===== config.mk =====
export PLATFORM = sky130hd
export DESIGN_NAME = rle_stream_decompressor
export DESIGN_NICKNAME = d
export VERILOG_FILES = /design/src/hw/rtl/rle_pkg.sv /design/src/hw/rtl/rle_stream_decompressor.sv /design/src/hw/rtl/rle_front.sv /design/src/hw/rtl/rle_queue.sv /design/src/hw/rtl/rle_back.sv
export SDC_FILE = /design/constraint.sdc
export NUM_CORES = 1
export LEC_CHECK = 0
export BUFFER_PORTS_ARGS = -buffer_cell sky130_fd_sc_hd__buf_2
export CAP_MARGIN = 20
export CORE_ASPECT_RATIO = 0.8
export CORE_MARGIN = 5
export CORE_UTILIZATION = 60
export CTS_CLUSTER_SIZE = 28
export DETAILED_ROUTE_END_ITERATION = 10
export GPL_TIMING_DRIVEN = 0
export PLACE_DENSITY = 0.77
export SETUP_SLACK_MARGIN = 0.3
export SYNTH_ARGS = -nofsm -noshare
export SYNTH_HDL_FRONTEND = slang
export SYNTH_SLANG_ARGS = --single-unit

===== constraint.sdc =====
create_clock -name clock -period 7.93 [get_ports clock]
set_input_delay 0.3965 -clock clock [delete_from_list [all_inputs] [get_ports clock]]
set_output_delay 0.3965 -clock clock [all_outputs]
set_load 0.05 [all_outputs]

===== src/hw/rtl/rle_pkg.sv =====
// Shared types and constants for the run-length stream decompressor.
package rle_pkg;

   // Field widths of the result beat.
   localparam int unsigned BYTE_W  = 8;
   localparam int unsigned COUNT_W = 16;
   localparam int unsigned TOTAL_W = 32;

   // Default depth of the queue between the parser and the output stage.
   localparam int unsigned RLE_QUEUE_DEPTH = 4;

   // One decoded result as it travels through the queue.
   typedef struct packed {
      logic [BYTE_W-1:0]  out_byte;
      logic [COUNT_W-1:0] repeat_count;
      logic               frame_end;
      logic [TOTAL_W-1:0] total_count;
   } rsp_type;

   // Push request from the parser into the queue.
   typedef struct packed {
      logic    push;
      rsp_type data;
   } push_type;

endpackage


===== src/hw/rtl/rle_stream_decompressor.sv =====
// A result beat is stored in the queue as its byte is accepted, then moves to the output register for rsp_.
// Throughput: one compressed byte per cycle; req_stall rises only when the result
// queue (QueueDepth entries) is full because the rsp_ side is stalling.
// Control words give no result, header bytes only an empty-frame end beat; one beat per whole run.
// Reset (synchronous, active high) empties the queue and output register and puts
// the parser back at header byte 0 with all counters cleared.
module rle_stream_decompressor #(
   parameter int unsigned QueueDepth = rle_pkg::RLE_QUEUE_DEPTH
) (
   input  logic                         clock,
   input  logic                         reset,
   input  logic                         req_valid,
   output logic                         req_stall,
   input  logic [rle_pkg::BYTE_W-1:0]   req_data_byte,
   output logic                         rsp_valid,
   input  logic                         rsp_stall,
   output logic [rle_pkg::BYTE_W-1:0]   rsp_out_byte,
   output logic [rle_pkg::COUNT_W-1:0]  rsp_repeat_count,
   output logic                         rsp_frame_end,
   output logic [rle_pkg::TOTAL_W-1:0]  rsp_total_count
);
   import rle_pkg::*;

   push_type push_bus;
   rsp_type  queue_head;
   logic     queue_full;
   logic     queue_not_empty;
   logic     queue_pop;

   // Front: parse the byte stream into result beats.
   rle_front u_front (
      .clock         (clock),
      .reset         (reset),
      .req_valid     (req_valid),
      .req_data_byte (req_data_byte),
      .queue_full    (queue_full),
      .req_stall     (req_stall),
      .push_out      (push_bus)
   );

   // Queue decouples parsing from output back-pressure.
   rle_queue #(
      .QueueDepth (QueueDepth)
   ) u_queue (
      .clock     (clock),
      .reset     (reset),
      .push_in   (push_bus),
      .pop       (queue_pop),
      .full      (queue_full),
      .not_empty (queue_not_empty),
      .head      (queue_head)
   );

   // Back: registered output beat.
   rle_back u_back (
      .clock            (clock),
      .reset            (reset),
      .queue_not_empty  (queue_not_empty),
      .queue_head       (queue_head),
      .queue_pop        (queue_pop),
      .rsp_valid        (rsp_valid),
      .rsp_stall        (rsp_stall),
      .rsp_out_byte     (rsp_out_byte),
      .rsp_repeat_count (rsp_repeat_count),
      .rsp_frame_end    (rsp_frame_end),
      .rsp_total_count  (rsp_total_count)
   );

endmodule


===== src/hw/rtl/rle_front.sv =====
// Stream parser: walks header, control words, run values and literals.
module rle_front (
   input  logic               clock,
   input  logic               reset,
   input  logic               req_valid,
   input  logic [7:0]         req_data_byte,
   input  logic               queue_full,
   output logic               req_stall,
   output rle_pkg::push_type  push_out
);
   import rle_pkg::*;

   localparam logic [2:0] PH_HEADER  = 3'd0;
   localparam logic [2:0] PH_CTRL_LO = 3'd1;
   localparam logic [2:0] PH_CTRL_HI = 3'd2;
   localparam logic [2:0] PH_RUN     = 3'd3;
   localparam logic [2:0] PH_LIT     = 3'd4;

   logic [2:0]         phase_ff, phase_in;
   logic [2:0]         hdr_idx_ff, hdr_idx_in;
   logic [TOTAL_W-1:0] remain_ff, remain_in;
   logic [TOTAL_W-1:0] total_ff, total_in;
   logic [7:0]         ctrl_low_ff, ctrl_low_in;
   logic [COUNT_W-1:0] left_ff, left_in;

   logic               accept;
   logic [2:0]         idx;
   logic [15:0]        word;
   logic [COUNT_W-1:0] pkt_len;
   logic               exhausted;
   logic               hdr_exhausted;
   logic               last_lit;

   // The parser holds off the stream only while the queue has no room.
   assign req_stall = queue_full;
   assign accept    = req_valid && !queue_full;

   assign word      = {req_data_byte, ctrl_low_ff};
   assign pkt_len   = {1'b0, word[14:0]} + COUNT_W'(1);
   assign exhausted = (remain_ff == '0) || remain_ff[TOTAL_W-1];
   assign last_lit  = (left_ff <= COUNT_W'(1));
   assign idx       = (phase_ff == PH_HEADER) ? hdr_idx_ff : 3'd0;
   assign hdr_exhausted = (remain_in == '0) || remain_in[TOTAL_W-1];

   // Next-state and result generation for one accepted byte.
   always_comb begin
      phase_in    = phase_ff;
      hdr_idx_in  = hdr_idx_ff;
      remain_in   = remain_ff;
      total_in    = total_ff;
      ctrl_low_in = ctrl_low_ff;
      left_in     = left_ff;
      push_out    = '0;
      push_out.data.out_byte    = req_data_byte;
      push_out.data.total_count = total_ff;
      case (phase_ff)
         PH_CTRL_LO: begin
            ctrl_low_in = req_data_byte;
            phase_in    = PH_CTRL_HI;
         end
         PH_CTRL_HI: begin
            total_in  = total_ff + TOTAL_W'(pkt_len);
            remain_in = remain_ff - TOTAL_W'(pkt_len);
            left_in   = pkt_len;
            phase_in  = word[15] ? PH_LIT : PH_RUN;
         end
         PH_RUN: begin
            push_out.push              = accept;
            push_out.data.repeat_count = left_ff;
            push_out.data.frame_end    = exhausted;
            left_in    = '0;
            phase_in   = exhausted ? PH_HEADER : PH_CTRL_LO;
            hdr_idx_in = 3'd0;
         end
         PH_LIT: begin
            push_out.push              = accept;
            push_out.data.repeat_count = COUNT_W'(1);
            push_out.data.frame_end    = last_lit && exhausted;
            left_in    = last_lit ? '0 : left_ff - COUNT_W'(1);
            if (last_lit) begin
               phase_in = exhausted ? PH_HEADER : PH_CTRL_LO;
            end
            hdr_idx_in = 3'd0;
         end
         default: begin
            // Header bytes; an unused phase code restarts the header.
            phase_in = PH_HEADER;
            if (idx == 3'd0) begin
               remain_in = '0;
            end
            case (idx)
               3'd4:    remain_in[7:0]   = remain_ff[7:0]   | req_data_byte;
               3'd5:    remain_in[15:8]  = remain_ff[15:8]  | req_data_byte;
               3'd6:    remain_in[23:16] = remain_ff[23:16] | req_data_byte;
               3'd7:    remain_in[31:24] = remain_ff[31:24] | req_data_byte;
               default: ;
            endcase
            if (idx != 3'd7) begin
               hdr_idx_in = idx + 3'd1;
            end else begin
               hdr_idx_in = 3'd0;
               total_in   = '0;
               left_in    = '0;
               if (hdr_exhausted) begin
                  push_out.push              = accept;
                  push_out.data.out_byte     = '0;
                  push_out.data.repeat_count = '0;
                  push_out.data.frame_end    = 1'b1;
                  push_out.data.total_count  = '0;
               end else begin
                  phase_in = PH_CTRL_LO;
               end
            end
         end
      endcase
   end

   // Parser state advances only on an accepted beat.
   always_ff @(posedge clock) begin
      if (reset) begin
         phase_ff    <= PH_HEADER;
         hdr_idx_ff  <= 3'd0;
         remain_ff   <= '0;
         total_ff    <= '0;
         ctrl_low_ff <= '0;
         left_ff     <= '0;
      end else if (accept) begin
         phase_ff    <= phase_in;
         hdr_idx_ff  <= hdr_idx_in;
         remain_ff   <= remain_in;
         total_ff    <= total_in;
         ctrl_low_ff <= ctrl_low_in;
         left_ff     <= left_in;
      end
   end

endmodule


===== src/hw/rtl/rle_queue.sv =====
// Short queue of decoded results between the parser and the output stage.
module rle_queue #(
   parameter int unsigned QueueDepth = rle_pkg::RLE_QUEUE_DEPTH
) (
   input  logic              clock,
   input  logic              reset,
   input  rle_pkg::push_type push_in,
   input  logic              pop,
   output logic              full,
   output logic              not_empty,
   output rle_pkg::rsp_type  head
);
   import rle_pkg::*;

   localparam int unsigned PTR_W = (QueueDepth > 1) ? $clog2(QueueDepth) : 1;
   localparam int unsigned CNT_W = $clog2(QueueDepth + 1);

   rsp_type            slots_ff [QueueDepth];
   logic [PTR_W-1:0]   wr_ptr_ff, wr_ptr_in;
   logic [PTR_W-1:0]   rd_ptr_ff, rd_ptr_in;
   logic [CNT_W-1:0]   count_ff, count_in;
   logic               do_push;
   logic               do_pop;

   assign full      = (count_ff == CNT_W'(QueueDepth));
   assign not_empty = (count_ff != '0);
   assign do_push   = push_in.push;
   assign do_pop    = pop && not_empty;
   assign head      = slots_ff[rd_ptr_ff];

   // Pointer wrap and occupancy.
   always_comb begin
      wr_ptr_in = wr_ptr_ff;
      rd_ptr_in = rd_ptr_ff;
      count_in  = count_ff;
      if (do_push) begin
         wr_ptr_in = (wr_ptr_ff == PTR_W'(QueueDepth - 1)) ? '0 : wr_ptr_ff + PTR_W'(1);
      end
      if (do_pop) begin
         rd_ptr_in = (rd_ptr_ff == PTR_W'(QueueDepth - 1)) ? '0 : rd_ptr_ff + PTR_W'(1);
      end
      if (do_push && !do_pop) begin
         count_in = count_ff + CNT_W'(1);
      end else if (do_pop && !do_push) begin
         count_in = count_ff - CNT_W'(1);
      end
   end

   always_ff @(posedge clock) begin
      if (reset) begin
         wr_ptr_ff <= '0;
         rd_ptr_ff <= '0;
         count_ff  <= '0;
      end else begin
         wr_ptr_ff <= wr_ptr_in;
         rd_ptr_ff <= rd_ptr_in;
         count_ff  <= count_in;
      end
   end

   // Storage needs no reset.
   always_ff @(posedge clock) begin
      if (do_push) begin
         slots_ff[wr_ptr_ff] <= push_in.data;
      end
   end

`ifndef ASSERT_OFF
   a_no_push_when_full: assert property (@(posedge clock) disable iff (reset)
      !(do_push && full))
      else $error("queue written while full");

   a_count_in_range: assert property (@(posedge clock) disable iff (reset)
      count_ff <= CNT_W'(QueueDepth))
      else $error("queue occupancy out of range");

   a_pop_only_when_filled: assert property (@(posedge clock) disable iff (reset)
      pop |-> not_empty)
      else $error("queue read while empty");

   a_first_push_lands: assert property (@(posedge clock) disable iff (reset)
      (do_push && !do_pop && count_ff == '0) |=> count_ff == CNT_W'(1))
      else $error("push into empty queue lost");
`endif

endmodule


===== src/hw/rtl/rle_back.sv =====
// Output stage: holds one result beat and presents it on the rsp_ channel.
module rle_back (
   input  logic                         clock,
   input  logic                         reset,
   input  logic                         queue_not_empty,
   input  rle_pkg::rsp_type             queue_head,
   output logic                         queue_pop,
   output logic                         rsp_valid,
   input  logic                         rsp_stall,
   output logic [rle_pkg::BYTE_W-1:0]   rsp_out_byte,
   output logic [rle_pkg::COUNT_W-1:0]  rsp_repeat_count,
   output logic                         rsp_frame_end,
   output logic [rle_pkg::TOTAL_W-1:0]  rsp_total_count
);
   import rle_pkg::*;

   logic    valid_ff, valid_in;
   rsp_type beat_ff;

   // Load a new beat whenever the register is empty or being drained.
   assign queue_pop = queue_not_empty && (!valid_ff || !rsp_stall);
   assign valid_in  = queue_pop || (valid_ff && rsp_stall);

   always_ff @(posedge clock) begin
      if (reset) begin
         valid_ff <= 1'b0;
      end else begin
         valid_ff <= valid_in;
      end
   end

   always_ff @(posedge clock) begin
      if (queue_pop) begin
         beat_ff <= queue_head;
      end
   end

   assign rsp_valid        = valid_ff;
   assign rsp_out_byte     = beat_ff.out_byte;
   assign rsp_repeat_count = beat_ff.repeat_count;
   assign rsp_frame_end    = beat_ff.frame_end;
   assign rsp_total_count  = beat_ff.total_count;

endmodule


======== Word level (Yosys, flattened, before mapping) ========
Memories as Yosys holds them, arrays and structs flattened. A register that Yosys moved wholly into a read port is not among the register bits.
Index checks and enable logic that the tools add are counted.
storage, ports and cells
  register bits after elaboration ......... 102
  latch bits .............................. 0
  bits in writable memories ............... 228
  memory bits (read-only) ................. 0
  bits of input ports ..................... 12
  output and inout bits ................... 59
  word-level logic and storage cells ...... 106
  memories kept ........................... 1
cells by class
  add/subtract/negate cells ............... 9
  multiply operators ...................... 0
  divide/modulo/power cells ............... 0
  $lt $le $gt $ge ......................... 1
  eq/ne operators ......................... 15
  shift-type cells ........................ 0
  mux-type cells .......................... 32
  bitwise gates (word level) .............. 7
  reduce and logical (&&, ||, !) cells .... 31
memory list
  name              words  width  rd ports  clocked after memory_dff  write ports  RTL line         source
  u_queue.slots_ff  4      57     1         1                         1            rle_queue.sv:18  rsp_type slots_ff [QueueDepth];
operators by type and width
  operator                 count
  $pmux W32 S2             2
  $mux W58                 2
  $mux W32                 3
  $logic_not A32 Y1        2
  $pmux W16 S4             1
  $pmux W17 S3             1
  $mux W8                  5
  $add A32 B16 Y32         1
  $mux W16                 2
  $or A8 B8 Y8             4
  $sub A32 B16 Y32         1
  $eq A3 B3 Y1 const B     6
  $mux W3                  6
  $add A15 B1 Y16 const B  1
  $le A16 B1 Y1 const B    1
  $sub A16 B1 Y16 const B  1
  $pmux W3 S4              1
  $logic_and A1 B1 Y1      7
  $add A3 B1 Y3 const B    2
  $eq A3 B2 Y1 const B     2
  $logic_not A3 Y1         2
  $pmux W3 S2              1
  $reduce_and A2 Y1        3
  $reduce_and A3 Y1        2
  19 further kinds         36

======== Depth between registers and ports, before layout ========
  depth after elaboration ................. 15
  gate-level depth with buffers ........... 25
  gate-level depth less buffers ........... 22

======== Modules after synthesis ========
A second synthesis with hierarchy kept.
second synthesis, totals
  cells, all modules ...................... 1,447
  area, all modules ....................... 18,243.7 sq um
by module, submodules not included
  module     instances  cells each  area an instance (sq um)
  rle_queue  1          341         8,667.1
  rle_front  1          1,045       7,828.8
  rle_back   1          61          1,747.9

======== Worst setup path before layout ========
No wires, ideal clock.
  path kind ............................... input-to-reg
  start ................................... input req_data_byte[0] in the netlist's numbering
  end ..................................... memory u_queue.slots_ff[0][0] in the netlist's numbering (enable)
  arrival ................................. 5,577 ps
  data required time ...................... 7,509 ps
  setup slack ............................. 1,932 ps
  stages on the path ...................... 18
  buffers on the path ..................... 2
  cells stage by stage .................... clkbuf_1 > nand3_1 > nor2_1 > nand4_1 > xor2_1 > ha_1 > clkbuf_1 > nand4_1 > or3_4 > or3_1 > o311ai_2 > o41ai_1 > a211o_1 > or4_1 > nor4_1 > nand2_1 > a21oi_4 > and2_1
RTL lines
  item                RTL line                       source
  start: declaration  rle_stream_decompressor.sv:14  input logic [rle_pkg::BYTE_W-1:0] req_data_byte,
  end: declaration    rle_queue.sv:18

==> run summary <==
Tracing the worst setup path back leads to its startpoint at u_front.ctrl_low_ff[2]$_SDFFE_PP0P_. The clock sink count came out at 387. The primary flip-flop cell chosen by synthesis mapping is edfxtp_1.

Setup repair after global routing left no endpoint under its margin. The sequential group share of total power came out at 0.401. The top achievable clock speed came out at around 0.14 GHz.

The leakage power is just over 7 nW. The H-tree was split into 2 levels. The first detailed-routing pass ran for 7 iterations.

The number of placement rows came out at 56. The type of the tightest min-delay check is in -> reg. The most frequently used cell type in the post-synthesis netlist is edfxtp_1. Once detail routing completed, the nets flagged for antenna violations numbered 0. By area the synthesized netlist is led by edfxtp_1 47%, dfxtp_1 11%, mux4_2 7.1%, nor2_1 3.2%, ha_1 3.2%. Detailed placement finished with a half-perimeter wire length of between 30000 and 40000 um. Entering global routing, the biggest net connects 58 pins. The part of the power in the clock network came out at 0.284. The via count of the first global-routing pass is approximately 12k. The transition at the pin with the smallest max-transition slack came out at 0.973 ns. The internal power consumption came out at between 4 and 5 mW. The final worst setup slack is ~0.90 ns.

The clock passes through at most 3 buffers. The clock-pin slew on the worst setup and hold paths is about 0.060 ns. Dividing total power by cell area gives a power density of about 310 nW/um2.

The run finished with clean final reports. The area fraction of the dominant cell type after synthesis came out at 0.473. Dividing the detail-routed wire length by the instance count gives 22.4 um.

The worst hold slack after final layout is between 0.09 and 0.1 ns. The share of power burned in combinational logic is 0.316. The number of flip-flops and latches in the synthesized netlist is ~390.

The later pin in the worst-skew pair is clocked with a latency of around 0.55 ns. The post-synthesis instance area is roughly 18000 um2. The worst setup path is captured at a flip-flop.

Across every metal layer, demand over resource in global routing totals 0.269. The synthesized net count is 1533. The overflow left after global routing came out at 0. Summed over all nets, the switching power comes to between 2 and 2.5 mW.

The synthesis warning total came out at 0. The critical path in this run is classified as reg -> reg. STA classifies the critical path startpoint as a flip-flop. Across the run, the number of max-cap violations was 0.

The layout overhead on the synthesized area came out at 11.5%. The minimum setup slack among reg-to-reg paths came out at between 0.8 and 0.9 ns. The post-synthesis sequential area ratio is 0.585. The net switching fraction of the power is 0.358. The floorplan die width came out at 204 um. The peak ir drop on the vdd network came out at 0.259 mV. 0 antenna diodes ended up in the layout. The number of top-level pins came out at 71. The most critical setup path has its endpoint at u_queue.count_ff[2]$_SDFFE_PP0P_.

The number of antenna violations at the first check in global routing came to 0. TritonCTS built the clock tree. The congestion estimate from routability-driven global placement came to between 1 and 1.5. The placeable core region is 29600 um2. In this run the mean area of a mapped cell was 12.3 um2.

The cell count after synthesis came out at 1472. The net count of the finished layout is approximately 1.6k. The number of remaining DRC errors is 0. The number of port buffers is slightly above 60. edfxtp_1 takes more of the synthesized area than any other cell. The ratio of final minimum period to clock period came out at 0.887. For this run, asynchronously set or reset flops after synthesis account for 0. The worst path needs between 7 and 8 ns of the cycle, external delays included. Setup violations remaining at the end of the flow were counted as 0. The number of different library cells used by synthesis comes to a little over 70. The final hold violation count is 0. The effective utilization at floorplan is 0.612. The post-layout utilization of the core came out at 0.683. The relative max-transition margin is 0.352. The post-cts hold buffer count came out at 0. The largest fanout on the critical path is 10. Post-CTS repair changed the size of 0 cells. Timing analysis after detailed placement gives a worst setup slack of approximately 0.73 ns.

Counting the buffers created by CTS gives 38. The y dimension of the die came out at ~170 um. The max-slew violation total from the final report came to 0. Ranked by instance count, the synthesized netlist is headed by 285 x edfxtp_1, 155 x nor2_1, 102 x dfxtp_1. The clock arrives with around 0.02 ns of skew.

The worst register-to-register path begins at u_front.ctrl_low_ff[2]$_SDFFE_PP0P_. The buffer type at the clock tree root is clkbuf_16. The number of vias per cell came out at around 6.3.

The number of synthesized flops with an enable pin came out at around 290. STA puts the critical path data required time at approximately 8.4 ns. The total via count in the routed design is between 10k and 15k. The share of post-route cells with drive strength above 1 came out at 0.123. The first global-routing pass estimated 70000 um of wire. The initial DRC count came out at ~1.4k. In this run the critical register-to-register path is captured at u_queue.count_ff[2]$_SDFFE_PP0P_. The number of cells on the worst reg-to-reg path is 22. The worst endpoint data arrival time came out at ~7.5 ns. The die footprint came out at 33800 um2. After clock tree synthesis, the setup repair step added 0 buffers. Summed over all layers, the routed wires come to 45100 um.
## critical path, stage by stage (launching register included)
cell and delay, ns:
dfxtp_1 0.41, and3_1 0.25, nand3_1 0.19, nor2_1 0.23, nand4_1 0.15, xor2_1 0.63
ha_1 0.24, clkbuf_1 0.33, nand4_1 0.34, or3_4 0.46, o311ai_2 0.56, o41ai_1 0.16
a211o_1 0.24, or4_1 0.44, nor4_1 0.47, nand2_1 0.25, a21oi_4 0.30, ha_1 0.24
inv_1 0.07, fa_1 0.38, xor2_1 0.18, or3_1 0.31, a21oi_1 0.15
## worst min-delay path by stage
stage | to | slack [ns] | cells after the start | start
finish | u_back.rsp_valid$_SDFF_PP0_ | 0.1 | 3 | rsp_stall
global route | u_back.rsp_valid$_SDFF_PP0_ | 0.11 | 3 | rsp_stall
floorplan | u_front.hdr_idx_ff[1]$_SDFFE_PP0P_ | 0.43 | 2 | u_front.hdr_idx_ff[1]$_SDFFE_PP0P_
detailed placement | u_front.hdr_idx_ff[1]$_SDFFE_PP0P_ | 0.46 | 2 | u_front.hdr_idx_ff[1]$_SDFFE_PP0P_
CTS | u_back.rsp_valid$_SDFF_PP0_ | 0.08 | 3 | rsp_stall
global placement | u_front.hdr_idx_ff[1]$_SDFFE_PP0P_ | 0.44 | 2 | u_front.hdr_idx_ff[1]$_SDFFE_PP0P_
## power groups by stage
stage	Sequential, mW	Clock [mW]	Combinational, mW
finish	2.53	1.79	1.99
CTS	2.53	1.81	1.98
floorplan	3.11	0	0.930
detailed placement	2.57	0	1.97
global placement	2.58	0	1.93
global route	2.55	1.90	2.12
## metal layers
layer  wire length, um  GRT usage
met4              1550     0.0980
met3              4590     0.0705
met2             19900      0.404
met1             19100      0.384
met5                 0          0
## placed cells by master, fill, tap and decap left out, types with 13 or more instances in the layout
master       n
a21oi_1     63
o22ai_1     20
ha_1        46
inv_1       38
nor2b_1     48
nand2b_1    17
a22oi_1     38
xor2_1      30
nor2_1     155
dfxtp_1    102
edfxtp_1   285
clkbuf_1    76
a211oi_1    31
xnor2_1     31
nand2_1     80
a21o_1      13
nor3_1      35
or3_1       20
buf_2       66
nand3_1     33
mux2i_1     19
and2_1      23
mux4_2      57
clkbuf_16   39
o21ai_0     47
buf_1       13
nand4_1     18
## per-stage QoR
stage | power, mW | instance area, um2 | std cells | setup TNS, ns
after floorplan | 4.04 | 18100 | 1472 | 0
after global placement | 4.51 | 18900 | 1940 | -142.49
after detailed placement | 4.53 | 19000 | 1942 | 0
after CTS | 6.32 | 20200 | 2011 | 0
after global routing | 6.57 | 20200 | 2012 | 0
final | 6.31 | 20200 | 2012 | 0
## state kept, by name, indices dropped and copies added (netlist names)
| signal | cells |
|---|---|
| u_back.rsp_repeat_count | 16 |
| u_queue.rd_ptr_ff | 2 |
| u_front.phase_ff | 3 |
| u_queue.count_ff | 3 |
| u_back.rsp_total_count | 32 |
| u_back.rsp_valid | 1 |
| u_queue.slots_ff | 228 |
| u_back.rsp_frame_end | 1 |
| u_front.total_ff | 32 |
| u_front.left_ff | 16 |
| u_front.remain_ff | 32 |
| u_back.rsp_out_byte | 8 |
| u_front.ctrl_low_ff | 8 |
| u_queue.wr_ptr_ff | 2 |
| u_front.hdr_idx_ff | 3 |
## logic make-up (layout without fill, tap and decap cells)
family          after synthesis  after routing  share of synthesized area
simple gates                478            478                      0.130
flops                       387            387                      0.585
compound gates              296            296                      0.111
buf+inv                     124            258                     0.0265
mux                          77             77                     0.0820
xor+xnor                     61             61                     0.0295
fa+ha+maj                    49             49                     0.0351
## layout make-up
cell class,count,area [um2]
buffer,85,334
sequential,387,10600
fill,2163,9370
timing repair buffer,65,343
multi-input combinational,961,7040
inverter,39,146
clock inverter,16,151
clock buffer,53,1080
tap,406,508
Power figures use the tool's default switching activity.
